File: config.mk
export PLATFORM = sky130hd
export DESIGN_NAME = box_overlap_resolve
export DESIGN_NICKNAME = d
export VERILOG_FILES = /design/src/rtl/bor_pkg.sv /design/src/rtl/box_overlap_resolve.sv /design/src/rtl/bor_geom.sv /design/src/rtl/bor_push.sv
export SDC_FILE = /design/constraint.sdc
export NUM_CORES = 1
export LEC_CHECK = 0
export BUFFER_PORTS_ARGS = -buffer_cell sky130_fd_sc_hd__buf_2
export CAP_MARGIN = 30
export CORE_MARGIN = 8
export CORE_UTILIZATION = 55
export DETAILED_ROUTE_END_ITERATION = 16
export HOLD_SLACK_MARGIN = 0.12
export PLACE_DENSITY = 0.78
export SKIP_CTS_REPAIR_TIMING = 1
export SLEW_MARGIN = 15
export SYNTH_ARGS = -nofsm -noshare
export SYNTH_HDL_FRONTEND = slang
export SYNTH_SLANG_ARGS = --single-unit
export TNS_END_PERCENT = 30
File: constraint.sdc
create_clock -name i_clk -period 17.7 [get_ports i_clk]
set_input_delay 1.77 -clock i_clk [delete_from_list [all_inputs] [get_ports i_clk]]
set_output_delay 1.77 -clock i_clk [all_outputs]
set_load 0.02 [all_outputs]
File: src/rtl/bor_pkg.sv
// bor_pkg: shared types, widths and helpers for the box overlap resolver.
// No dependencies; used by every module under rtl/.
package bor_pkg;

    localparam int POS_W       = 24;           // signed center coordinate
    localparam int SIZE_W      = 23;           // unsigned full size
    localparam int DIFF_W      = POS_W + 1;    // center difference / magnitude
    localparam int SUM_W       = POS_W + 2;    // push-out sums before saturation
    localparam int SIDE_W      = 3;
    localparam int IN_FIELDS_W = 4 * POS_W + 4 * SIZE_W;
    localparam int IN_TDATA_W  = ((IN_FIELDS_W + 7) / 8) * 8;
    localparam int OUT_TDATA_W = 2 * POS_W;
    localparam int OUT_TUSER_W = 1 + SIDE_W;

    localparam logic signed [POS_W-1:0] POS_MAX = {1'b0, {(POS_W-1){1'b1}}};
    localparam logic signed [POS_W-1:0] POS_MIN = {1'b1, {(POS_W-1){1'b0}}};

    typedef enum logic [SIDE_W-1:0] {
        SIDE_NONE  = 3'd0,
        SIDE_UP    = 3'd1,
        SIDE_DOWN  = 3'd2,
        SIDE_LEFT  = 3'd3,
        SIDE_RIGHT = 3'd4
    } t_side;

    // one input beat, unpacked
    typedef struct packed {
        logic signed [POS_W-1:0] self_x;
        logic signed [POS_W-1:0] self_y;
        logic [SIZE_W-1:0]       self_width;
        logic [SIZE_W-1:0]       self_height;
        logic signed [POS_W-1:0] other_x;
        logic signed [POS_W-1:0] other_y;
        logic [SIZE_W-1:0]       other_width;
        logic [SIZE_W-1:0]       other_height;
    } t_box;

    // per-stage load enables from the top-level flow control
    typedef struct packed {
        logic s1;
        logic s2;
        logic s3;
        logic s4;
    } t_pipe_en;

    // geometry handed from bor_geom to bor_push
    typedef struct packed {
        logic [DIFF_W-1:0]       adx;     // |other_x - self_x|
        logic [DIFF_W-1:0]       ady;
        logic                    xneg;
        logic                    xzero;
        logic                    yneg;
        logic                    yzero;
        logic [SIZE_W-1:0]       hw;      // sum of half widths
        logic [SIZE_W-1:0]       hh;      // sum of half heights
        logic signed [POS_W-1:0] ox;
        logic signed [POS_W-1:0] oy;
        logic signed [POS_W-1:0] sx;
        logic signed [POS_W-1:0] sy;
    } t_geom;

    // clamp a push-out sum to the coordinate range
    function automatic logic signed [POS_W-1:0] sat_pos(input logic [SUM_W-1:0] v);
        logic all_one;
        logic all_zero;
        all_one  = &v[SUM_W-1:POS_W-1];
        all_zero = ~|v[SUM_W-1:POS_W-1];
        if (all_one || all_zero) begin
            sat_pos = v[POS_W-1:0];
        end else if (v[SUM_W-1]) begin
            sat_pos = POS_MIN;
        end else begin
            sat_pos = POS_MAX;
        end
    endfunction

endpackage

File: src/rtl/box_overlap_resolve.sv
// box_overlap_resolve: top level, stream ports, config register, pipeline flow control.
// Depends on bor_pkg, bor_geom, bor_push.
//
// Axis-aligned box overlap test and push-out. Each input beat carries a moving
// box and an obstacle box (centers signed, sizes unsigned, 8 fraction bits);
// each beat yields exactly one output beat in the same order, reporting hit,
// contact side and the moving center pushed flush against the obstacle
// (saturated to 24 bits). The datapath is a four-stage pipeline: differences
// and half sizes, magnitudes, overlap compare with penetrations and flush
// positions, then side choice with saturation into the output register.
// An accepted beat loads stage 1 and then moves through stages 2 and 3 into
// the output register; the pipeline takes one beat per cycle while
// m_axis_tready does not stall it. Each stage holds a valid bit and loads
// whenever it is empty or its successor moves, so bubbles collapse and new
// beats are taken while a finished result waits on m_axis_tready.
// s_axis_tready is combinational from the stage occupancy and m_axis_tready.
// edge_inclusive (reset 0) selects touching edges as overlap; write it only
// while the pipeline is empty.
module box_overlap_resolve (
    input  logic                              i_clk,
    input  logic                              i_rst_n,
    // config: edge_inclusive
    input  logic                              i_cfg_wr_en,
    input  logic                              i_cfg_wr_data,
    // input stream
    input  logic                              s_axis_tvalid,
    output logic                              s_axis_tready,
    // tdata, low bit up: self_x[23:0], self_y[47:24], self_width[70:48],
    // self_height[93:71], other_x[117:94], other_y[141:118],
    // other_width[164:142], other_height[187:165], zero pad [191:188]
    input  logic [bor_pkg::IN_TDATA_W-1:0]    s_axis_tdata,
    // output stream
    output logic                              m_axis_tvalid,
    input  logic                              m_axis_tready,
    // tdata, low bit up: new_x[23:0], new_y[47:24]
    output logic [bor_pkg::OUT_TDATA_W-1:0]   m_axis_tdata,
    // tuser, low bit up: hit[0], touch_side[3:1]
    output logic [bor_pkg::OUT_TUSER_W-1:0]   m_axis_tuser
);

    localparam int P = bor_pkg::POS_W;
    localparam int S = bor_pkg::SIZE_W;

    logic                      r_edge_incl;
    logic [3:0]                r_valid;     // stage 1..4 occupancy in bits 0..3
    logic [3:0]                w_rdy;
    bor_pkg::t_pipe_en         w_en;
    bor_pkg::t_box             w_box;
    bor_pkg::t_geom            w_geom;
    logic                      w_hit;
    bor_pkg::t_side            w_side;
    logic signed [P-1:0]       w_new_x, w_new_y;

    // config register
    always_ff @(posedge i_clk) begin
        if (!i_rst_n) begin
            r_edge_incl <= 1'b0;
        end else if (i_cfg_wr_en) begin
            r_edge_incl <= i_cfg_wr_data;
        end
    end

    // beat unpack
    assign w_box.self_x       = s_axis_tdata[P-1:0];
    assign w_box.self_y       = s_axis_tdata[2*P-1:P];
    assign w_box.self_width   = s_axis_tdata[2*P+S-1:2*P];
    assign w_box.self_height  = s_axis_tdata[2*P+2*S-1:2*P+S];
    assign w_box.other_x      = s_axis_tdata[3*P+2*S-1:2*P+2*S];
    assign w_box.other_y      = s_axis_tdata[4*P+2*S-1:3*P+2*S];
    assign w_box.other_width  = s_axis_tdata[4*P+3*S-1:4*P+2*S];
    assign w_box.other_height = s_axis_tdata[4*P+4*S-1:4*P+3*S];

    // a stage can load when empty or when the next one takes its beat
    always_comb begin
        w_rdy[3] = !r_valid[3] || m_axis_tready;
        w_rdy[2] = !r_valid[2] || w_rdy[3];
        w_rdy[1] = !r_valid[1] || w_rdy[2];
        w_rdy[0] = !r_valid[0] || w_rdy[1];
        w_en.s1  = w_rdy[0] && s_axis_tvalid;
        w_en.s2  = w_rdy[1] && r_valid[0];
        w_en.s3  = w_rdy[2] && r_valid[1];
        w_en.s4  = w_rdy[3] && r_valid[2];
    end

    always_ff @(posedge i_clk) begin
        if (!i_rst_n) begin
            r_valid <= '0;
        end else begin
            if (w_rdy[0]) r_valid[0] <= s_axis_tvalid;
            if (w_rdy[1]) r_valid[1] <= r_valid[0];
            if (w_rdy[2]) r_valid[2] <= r_valid[1];
            if (w_rdy[3]) r_valid[3] <= r_valid[2];
        end
    end

    bor_geom u_geom (
        .i_clk  (i_clk),
        .i_en   (w_en),
        .i_box  (w_box),
        .o_geom (w_geom)
    );

    bor_push u_push (
        .i_clk       (i_clk),
        .i_en        (w_en),
        .i_edge_incl (r_edge_incl),
        .i_geom      (w_geom),
        .o_hit       (w_hit),
        .o_side      (w_side),
        .o_new_x     (w_new_x),
        .o_new_y     (w_new_y)
    );

    assign s_axis_tready = w_rdy[0];
    assign m_axis_tvalid = r_valid[3];
    assign m_axis_tdata  = {w_new_y, w_new_x};
    assign m_axis_tuser  = {w_side, w_hit};

endmodule

File: src/rtl/bor_geom.sv
// bor_geom: stages 1 and 2, center differences, half-size sums and magnitudes.
// Depends on bor_pkg.
module bor_geom (
    input  logic              i_clk,
    input  bor_pkg::t_pipe_en i_en,
    input  bor_pkg::t_box     i_box,
    output bor_pkg::t_geom    o_geom
);

    logic signed [bor_pkg::DIFF_W-1:0] n_s1_dx, n_s1_dy;
    logic [bor_pkg::SIZE_W-1:0]        n_s1_hw, n_s1_hh;
    logic signed [bor_pkg::DIFF_W-1:0] r_s1_dx, r_s1_dy;
    logic [bor_pkg::SIZE_W-1:0]        r_s1_hw, r_s1_hh;
    logic signed [bor_pkg::POS_W-1:0]  r_s1_ox, r_s1_oy, r_s1_sx, r_s1_sy;
    bor_pkg::t_geom                    n_s2, r_s2;

    // stage 1: dx, dy and summed half sizes (halves truncate)
    always_comb begin
        n_s1_dx = {i_box.other_x[bor_pkg::POS_W-1], i_box.other_x}
                - {i_box.self_x[bor_pkg::POS_W-1], i_box.self_x};
        n_s1_dy = {i_box.other_y[bor_pkg::POS_W-1], i_box.other_y}
                - {i_box.self_y[bor_pkg::POS_W-1], i_box.self_y};
        n_s1_hw = bor_pkg::SIZE_W'(i_box.self_width[bor_pkg::SIZE_W-1:1])
                + bor_pkg::SIZE_W'(i_box.other_width[bor_pkg::SIZE_W-1:1]);
        n_s1_hh = bor_pkg::SIZE_W'(i_box.self_height[bor_pkg::SIZE_W-1:1])
                + bor_pkg::SIZE_W'(i_box.other_height[bor_pkg::SIZE_W-1:1]);
    end

    always_ff @(posedge i_clk) begin
        if (i_en.s1) begin
            r_s1_dx <= n_s1_dx;
            r_s1_dy <= n_s1_dy;
            r_s1_hw <= n_s1_hw;
            r_s1_hh <= n_s1_hh;
            r_s1_ox <= i_box.other_x;
            r_s1_oy <= i_box.other_y;
            r_s1_sx <= i_box.self_x;
            r_s1_sy <= i_box.self_y;
        end
    end

    // stage 2: magnitudes, sign flags and zero flags
    always_comb begin
        n_s2.adx   = r_s1_dx[bor_pkg::DIFF_W-1] ? -r_s1_dx : r_s1_dx;
        n_s2.ady   = r_s1_dy[bor_pkg::DIFF_W-1] ? -r_s1_dy : r_s1_dy;
        n_s2.xneg  = r_s1_dx[bor_pkg::DIFF_W-1];
        n_s2.xzero = (r_s1_dx == '0);
        n_s2.yneg  = r_s1_dy[bor_pkg::DIFF_W-1];
        n_s2.yzero = (r_s1_dy == '0);
        n_s2.hw    = r_s1_hw;
        n_s2.hh    = r_s1_hh;
        n_s2.ox    = r_s1_ox;
        n_s2.oy    = r_s1_oy;
        n_s2.sx    = r_s1_sx;
        n_s2.sy    = r_s1_sy;
    end

    always_ff @(posedge i_clk) begin
        if (i_en.s2) begin
            r_s2 <= n_s2;
        end
    end

    assign o_geom = r_s2;

endmodule

File: src/rtl/bor_push.sv
// bor_push: stages 3 and 4, overlap test, side choice, push-out and saturation.
// Depends on bor_pkg; fed by bor_geom. Stage 4 is the output register.
module bor_push (
    input  logic                            i_clk,
    input  bor_pkg::t_pipe_en               i_en,
    input  logic                            i_edge_incl,
    input  bor_pkg::t_geom                  i_geom,
    output logic                            o_hit,
    output bor_pkg::t_side                  o_side,
    output logic signed [bor_pkg::POS_W-1:0] o_new_x,
    output logic signed [bor_pkg::POS_W-1:0] o_new_y
);

    logic [bor_pkg::DIFF_W-1:0]        w_hw, w_hh;
    logic                              n_s3_hit;
    logic signed [bor_pkg::SUM_W-1:0]  n_s3_penx, n_s3_peny;
    logic [bor_pkg::SUM_W-1:0]         n_s3_x_l, n_s3_x_r, n_s3_y_u, n_s3_y_d;
    logic                              r_s3_hit;
    logic signed [bor_pkg::SUM_W-1:0]  r_s3_penx, r_s3_peny;
    logic [bor_pkg::SUM_W-1:0]         r_s3_x_l, r_s3_x_r, r_s3_y_u, r_s3_y_d;
    logic                              r_s3_xneg, r_s3_xzero, r_s3_yneg, r_s3_yzero;
    logic signed [bor_pkg::POS_W-1:0]  r_s3_sx, r_s3_sy;
    bor_pkg::t_side                    n_side, w_vert, w_horiz;
    logic signed [bor_pkg::POS_W-1:0]  n_new_x, n_new_y;
    logic                              r_hit;
    bor_pkg::t_side                    r_side;
    logic signed [bor_pkg::POS_W-1:0]  r_new_x, r_new_y;

    // stage 3: overlap means |d| within the half-size sum on both axes
    always_comb begin
        w_hw = bor_pkg::DIFF_W'(i_geom.hw);
        w_hh = bor_pkg::DIFF_W'(i_geom.hh);
        if (i_edge_incl) begin
            n_s3_hit = (i_geom.adx <= w_hw) && (i_geom.ady <= w_hh);
        end else begin
            n_s3_hit = (i_geom.adx < w_hw) && (i_geom.ady < w_hh);
        end
        // corner penetration is the half-size sum minus the center distance
        n_s3_penx = bor_pkg::SUM_W'(i_geom.hw) - bor_pkg::SUM_W'(i_geom.adx);
        n_s3_peny = bor_pkg::SUM_W'(i_geom.hh) - bor_pkg::SUM_W'(i_geom.ady);
        // flush positions against each side of the obstacle
        n_s3_x_l = {{2{i_geom.ox[bor_pkg::POS_W-1]}}, i_geom.ox} + bor_pkg::SUM_W'(i_geom.hw);
        n_s3_x_r = {{2{i_geom.ox[bor_pkg::POS_W-1]}}, i_geom.ox} - bor_pkg::SUM_W'(i_geom.hw);
        n_s3_y_u = {{2{i_geom.oy[bor_pkg::POS_W-1]}}, i_geom.oy} + bor_pkg::SUM_W'(i_geom.hh);
        n_s3_y_d = {{2{i_geom.oy[bor_pkg::POS_W-1]}}, i_geom.oy} - bor_pkg::SUM_W'(i_geom.hh);
    end

    always_ff @(posedge i_clk) begin
        if (i_en.s3) begin
            r_s3_hit   <= n_s3_hit;
            r_s3_penx  <= n_s3_penx;
            r_s3_peny  <= n_s3_peny;
            r_s3_x_l   <= n_s3_x_l;
            r_s3_x_r   <= n_s3_x_r;
            r_s3_y_u   <= n_s3_y_u;
            r_s3_y_d   <= n_s3_y_d;
            r_s3_xneg  <= i_geom.xneg;
            r_s3_xzero <= i_geom.xzero;
            r_s3_yneg  <= i_geom.yneg;
            r_s3_yzero <= i_geom.yzero;
            r_s3_sx    <= i_geom.sx;
            r_s3_sy    <= i_geom.sy;
        end
    end

    // stage 4: side choice; smaller penetration wins, a tie gives none
    always_comb begin
        w_vert  = r_s3_yneg ? bor_pkg::SIDE_UP : bor_pkg::SIDE_DOWN;
        w_horiz = r_s3_xneg ? bor_pkg::SIDE_LEFT : bor_pkg::SIDE_RIGHT;
        if (!r_s3_hit) begin
            n_side = bor_pkg::SIDE_NONE;
        end else if (!r_s3_yzero) begin
            if (r_s3_xzero) begin
                n_side = w_vert;
            end else if (r_s3_penx < r_s3_peny) begin
                n_side = w_horiz;
            end else if (r_s3_penx > r_s3_peny) begin
                n_side = w_vert;
            end else begin
                n_side = bor_pkg::SIDE_NONE;
            end
        end else if (r_s3_xzero) begin
            n_side = bor_pkg::SIDE_NONE;
        end else begin
            n_side = w_horiz;
        end

        n_new_x = r_s3_sx;
        n_new_y = r_s3_sy;
        unique case (n_side)
            bor_pkg::SIDE_UP:    n_new_y = bor_pkg::sat_pos(r_s3_y_u);
            bor_pkg::SIDE_DOWN:  n_new_y = bor_pkg::sat_pos(r_s3_y_d);
            bor_pkg::SIDE_LEFT:  n_new_x = bor_pkg::sat_pos(r_s3_x_l);
            bor_pkg::SIDE_RIGHT: n_new_x = bor_pkg::sat_pos(r_s3_x_r);
            default: begin
            end
        endcase
    end

    always_ff @(posedge i_clk) begin
        if (i_en.s4) begin
            r_hit   <= r_s3_hit;
            r_side  <= n_side;
            r_new_x <= n_new_x;
            r_new_y <= n_new_y;
        end
    end

    assign o_hit   = r_hit;
    assign o_side  = r_side;
    assign o_new_x = r_new_x;
    assign o_new_y = r_new_y;

endmodule

==> results of run 1 <==
==> layout make-up <==
| type | count | share of cell area (%) |
|---|---|---|
| multi-input cells | 1808 | 34.6 |
| clock buffers | 84 | 4.85 |
| flip-flops and latches | 648 | 50.4 |
| diodes | 2 | 0.0130 |
| clock inverters | 43 | 1.11 |
| repair buffers | 263 | 3.80 |
| inverters | 277 | 2.70 |
| well taps | 790 | 2.56 |
==> flip-flops by register name (all words and copies together), names as in the netlist, 25 cells and up <==
signal            count
u_push.r_s3_y_d      25
u_push.r_s3_peny     26
u_geom.r_s1_dx       25
u_geom.r_s1_dy       25
u_push.r_s3_x_r      25
u_geom.o_geom       196
u_push.r_s3_penx     26
==> metrics by stage <==
step	util (%)	hold WS [ps]	setup slack [ps]
after global routing	62.7	419	12870
after global placement	58.7	400	12440
after detailed placement	58.8	405	12290
after floorplan	-	400	470
final	62.7	408	12950
after CTS	62.5	412	12940
==> power by group <==
group          internal (mW)  switching [mW]
registers               1.83          0.0541
clock network          0.860           0.601
logic                  0.218           0.312
==> logic make-up (layout without fill, tap and decap cells) <==
group | after synthesis | count (layout) | share of synthesized area, %
other | 0 | 2 | 0
XOR/XNOR | 233 | 233 | 6.00
multiplexers | 3 | 3 | 0.0919
AO/OA/AOI/OAI | 632 | 632 | 12.5
flip-flops | 648 | 648 | 57.0
AND/OR/NAND/NOR | 664 | 664 | 10.1
buffers and inverters | 339 | 667 | 3.90
adder cells (fa/ha/maj) | 276 | 276 | 10.4
==> cells in the mapped netlist (15+ instances only) <==
master and count:
a211oi_1 17, a21o_1 50, a21oi_1 198, and2_1 16
and3_1 15, clkbuf_1 46, edfxtp_1 643, ha_1 266
inv_1 277, nand2_1 119, nand2b_1 40, nand3_1 64
nor2_1 158, nor2b_1 87, nor3_1 49, o211ai_1 32
o21a_1 31, o21ai_0 117, o21bai_1 25, o221ai_2 15
o31ai_1 22, or2_2 17, or3_1 32, xnor2_1 184
xor2_1 49
==> worst paths after layout <==
path,start,end,slack [ps],cells after the start
hold reg to reg,u_geom.r_s1_sy[21],u_geom.o_geom[21],410,0
setup / recovery,m_axis_tready,s_axis_tready,12950,5
hold / removal,u_geom.r_s1_sy[21],u_geom.o_geom[21],410,0
setup reg to reg,u_push.r_s3_penx[25],u_push.o_new_y[0],13170,11
==> layer usage <==
| layer | up-vias | track usage, % | share of wire, % |
|---|---|---|---|
| met4 | 0 | 6.90 | 2.4 |
| met1 | 11124 | 30.6 | 43 |
| li1 | 10805 | - | - |
| met3 | 146 | 3.50 | 6.5 |
| met5 | - | 0 | 0 |
| met2 | 829 | 37.8 | 48 |
==> run_results.csv, run 1 <==
group,metric,value,unit
synthesis,synth_warnings,0,
placement,portBuffers,243,
critical_path,path_class,"in -> out",
global_route,grt_pass1_wl,126,mm
critical_path,path_common_cell,"buf_2",
sta,fin_tns_setup,0,ps
sta,worst_pin_slew,928,ps
critical_path,worst-path-buf-inv,2,
floorplan,die_x,265,microns
critical_path,crit_path_start_kind,"input pin",
drt,vias,22904,
synthesis,synthTopCellsByArea,"edfxtp_1, ha_1, xnor2_1, inv_1, a21oi_1",
drt,drtIter0Drc,1856,
drt,wl_per_cell,21.0,microns
final_layout,syn2layout_area_growth,13.3,%
final_layout,multi_input_area,0.0133,sq mm
sta,hold_viol_final,0,
floorplan,die_area,0.0701,sq mm
sta,maxSlewViolCount,0,
sta,finalSetupViolCount,0,
placement,gp_congestion,0.954,
global_route,grt_max_degree,145,
synthesis,synth-edff-count,643,
clock_tree,cts.clk_slew.worst_paths,60,ps
critical_path,cp_slowest_cell,"and2_0",
pwr,power,3.87,mW
synthesis,synth_ff_type,"edfxtp_1",
global_route,grt_overflow,0,
final_layout,final_layout_size_suffix_gt1_share,13.9,%
final_layout,layout.nets,3542,
synthesis,synth_area,0.0340,sq mm
critical_path,cp_top_family,"simple AND/OR/NAND/NOR gates",
synthesis,yosysUniqueCellTypes,86,
pwr,p_leak,15.4,nW
clock_tree,root_buffer,"clkbuf_16",
placement,hpwl,60.6,mm
job,maxCapViolations,0,
global_route,antenna_found_initial,1,
final_layout,regArea,0.0194,sq mm
pwr,power_density,100,mW/mm^2
drt,drc,0,
global_route,grt_usage,22.7,%
floorplan,rows,91,
floorplan,fp.coreArea,0.0615,sq mm
placement,dp.cells,3781,
critical_path,end_kind,"output port",
drt,antenna_left,0,
sta,timing.final.crit_share,26.8,%
synthesis,synth-seq-cells,648,
clock_tree,clock_path_buffers,3,
outcome,status,"complete, no violations",
sta,rsz0062_at_grt,"false",
final_layout,layout_commonest_cell,"edfxtp_1",
critical_path,path_max_fanout,6,
final_layout,fillers,4602,
sta,slew_headroom,38.2,%
synthesis,yosys.area.top_type,"edfxtp_1",
clock_tree,clk-insertion-delay-late,610,ps
critical_path,worst_ep_required_time,15930,ps
drt,routed_via_density,5.85,
clock_tree,cts_made_buffers,70,
synthesis,syn_nets,3269,
sta,skew,26.2,ps
synthesis,async_flop_share,0,%
clock_tree,cts_tree,"done",
sta,period_minus_slack,4750,ps
synthesis,yosysSeqAreaShare,57.0,%
hold_path,hp-class,"reg -> reg",
drt,routed_wl,82.2,mm
critical_path,slowest_delay,520,ps
synthesis,syn_avg_cell_area,12.2,sq um
clock_tree,numClockSinks,648,
sta,max_freq,211,MHz
critical_path,cp_cell_sequence,"buf_2 > nor2b_1 > and2_0 > nand3_1 > buf_2",
critical_path,crit_arrival,2980,ps
floorplan,ioPinCount,252,
final_layout,stdcell_area,0.0385,sq mm
final_layout,final_cells,3915,
clock_tree,cts_max_level,3,
synthesis,synth_top_area_share,56.7,%
placement,place_area,0.0361,sq mm
final_layout,mostFrequentLayoutCells,"edfxtp_1, inv_1, ha_1",
drt,dr.pass1.iters,5,
synthesis,synthCells,2795,
floorplan,start_util,55.3,%
global_route,first_global_vias,22871,
pwr,ir_drop,0.0689,mV
floorplan,die_y,265,microns
(Power assumes the default switching activity.)
==> run 2: changes to the inputs <==
- clock period: 17.7 -> 3.85 ns (I/O delays scaled with it)
==> run 2 against run 1 <==
Against the previous run:
- via count grew 3.5%
- clock-buffer cell count rose by 2
- clock skew rose by 5.7 ps
- critical endpoint is now u_push.r_s3_x_l[24]
- highest routed layer unchanged
- largest power group unchanged
==> run_results.csv, run 2 (same netlist as run 1, synthesis figures left out) <==
group,metric,value,unit
outcome,status,"complete, no violations",
pwr,p_int,13.5,mW
clock_tree,cts_tree,"done",
critical_path,cp_slowest_cell,"a221oi_1",
sta,skew,31.9,ps
hold_path,hp-class,"in -> reg",
global_route,grt_overflow,0,
pwr,p_leak,16.1,nW
clock_tree,cts_made_buffers,71,
clock_tree,clock_path_buffers,3,
clock_tree,cts_max_level,3,
drt,drc,0,
final_layout,layout_commonest_cell,"edfxtp_1",
floorplan,die_x,265,microns
drt,routed_wl,85.6,mm
sta,whs,96.0,ps
sta,period_minus_slack,3660,ps
final_layout,mostFrequentLayoutCells,"edfxtp_1, inv_1, ha_1",
sta,setup_slack,188,ps
floorplan,ioPinCount,252,
floorplan,fp.coreArea,0.0615,sq mm
sta,slew_headroom,39.4,%
drt,drtIter0Drc,2033,
drt,dr.pass1.iters,5,
sta,timing.final.crit_share,95.1,%
global_route,grt_usage,23.1,%
critical_path,cp_cell_sequence,"inv_1 > fa_1 > nor2_1 > o311ai_1 > buf_4 > a221oi_1 > o21a_1 > a211o_1 > a21oi_1 > o21bai_1 > a31o_2 > o41ai_2 > o211a_1",
sta,finalSetupViolCount,0,
placement,portBuffers,243,
critical_path,path_max_fanout,4,
sta,worst_pin_slew,910,ps
global_route,first_global_vias,23201,
clock_tree,numClockSinks,648,
sta,maxSlewViolCount,0,
pwr,clockPowerShare,37.7,%
critical_path,crit_path_start_kind,"flip-flop",
global_route,grt_max_degree,84,
global_route,grt_pass1_wl,128,mm
critical_path,crit_arrival,4030,ps
final_layout,largest_register_ff_count,196,
sta,hold_viol_final,0,
floorplan,start_util,55.3,%
pwr,switching_share,25.1,%
placement,dp_slack,111,ps
sta,rsz0062_at_grt,"false",
critical_path,slowest_delay,590,ps
pwr,p_comb_share,14.4,%
final_layout,syn2layout_area_growth,17.8,%
clock_tree,cts.clk_slew.worst_paths,60,ps
drt,wl_per_cell,21.0,microns
pwr,switchingPower,4.53,mW
floorplan,die_y,265,microns
pwr,power_density,451,mW/mm^2
pwr,ir_drop,0.383,mV
sta,fin_tns_setup,0,ps
critical_path,end_kind,"flip-flop",
job,maxCapViolations,0,
floorplan,die_area,0.0701,sq mm
sta,max_freq,273,MHz
clock_tree,clk-insertion-delay-late,610,ps
final_layout,layout.nets,3697,
drt,antenna_left,0,
drt,vias,23699,
pwr,seq_power_share,47.9,%
placement,gp_congestion,0.931,
global_route,antenna_found_initial,4,
critical_path,path_class,"reg -> reg",
drt,routed_via_density,5.82,
critical_path,worst_ep_required_time,4210,ps
placement,hpwl,63.2,mm
final_layout,final_layout_size_suffix_gt1_share,14.7,%
floorplan,rows,91,
clock_tree,root_buffer,"clkbuf_16",
run 2: critical path, delay by kind of cell, from the launching register on:
kind	cells	cell delay [ps]
adders and majority gates	1	440
DFF	1	460
buffers and inverters	2	330
and+or+nand+nor	1	140
AOI/OAI and AO/OA	9	2060
run 2: per-stage QoR:
stage	area, sq um	instances	util (%)	power (mW)
global placement	36600	3834	59.6	11.2
global route	40100	4070	65.2	18.7
detailed placement	36700	3835	59.6	11.2
finish	40100	4070	65.2	18.1
CTS	39000	3962	63.4	18.0
floorplan	34100	2795	-	10.4
run 2: worst paths after layout:
kind         depth (start not counted)                  end               start  slack (ps)
max                                 13  u_push.r_s3_x_l[24]  u_geom.o_geom[120]         190
min reg2reg                          0    u_geom.o_geom[54]   u_geom.r_s1_oy[6]         400
max reg2reg                         13  u_push.r_s3_x_l[24]  u_geom.o_geom[120]         190
min                                  3           r_valid[0]       s_axis_tvalid         100
run 2: routing by layer:
layer	vias to the layer above	GRT usage [%]	wire, microns
li1	11126	-	-
met1	11528	31.5	36800
met2	881	38.0	40800
met3	164	3.92	5890
met4	0	6.62	2070
met5	-	0	0
run 2: power groups by stage:
| stage | Combinational, mW | Clock (mW) | Sequential [mW] |
|---|---|---|---|
| after CTS | 2.48 | 6.91 | 8.65 |
| after global placement | 2.38 | 0 | 8.77 |
| final | 2.60 | 6.80 | 8.66 |
| after detailed placement | 2.46 | 0 | 8.79 |
| after global routing | 2.84 | 7.19 | 8.69 |
| after floorplan | 1.73 | 0 | 8.72 |
run 2: area by class of cell:
| class | count | area (sq um) |
|---|---|---|
| inverter | 277 | 1040 |
| multi-input combinational | 1808 | 13400 |
| clock inverter | 41 | 395 |
| fill | 4526 | 21400 |
| antenna | 3 | 7.51 |
| sequential | 648 | 19400 |
| tap | 790 | 988 |
| timing repair buffer | 417 | 2930 |
| clock buffer | 86 | 1940 |
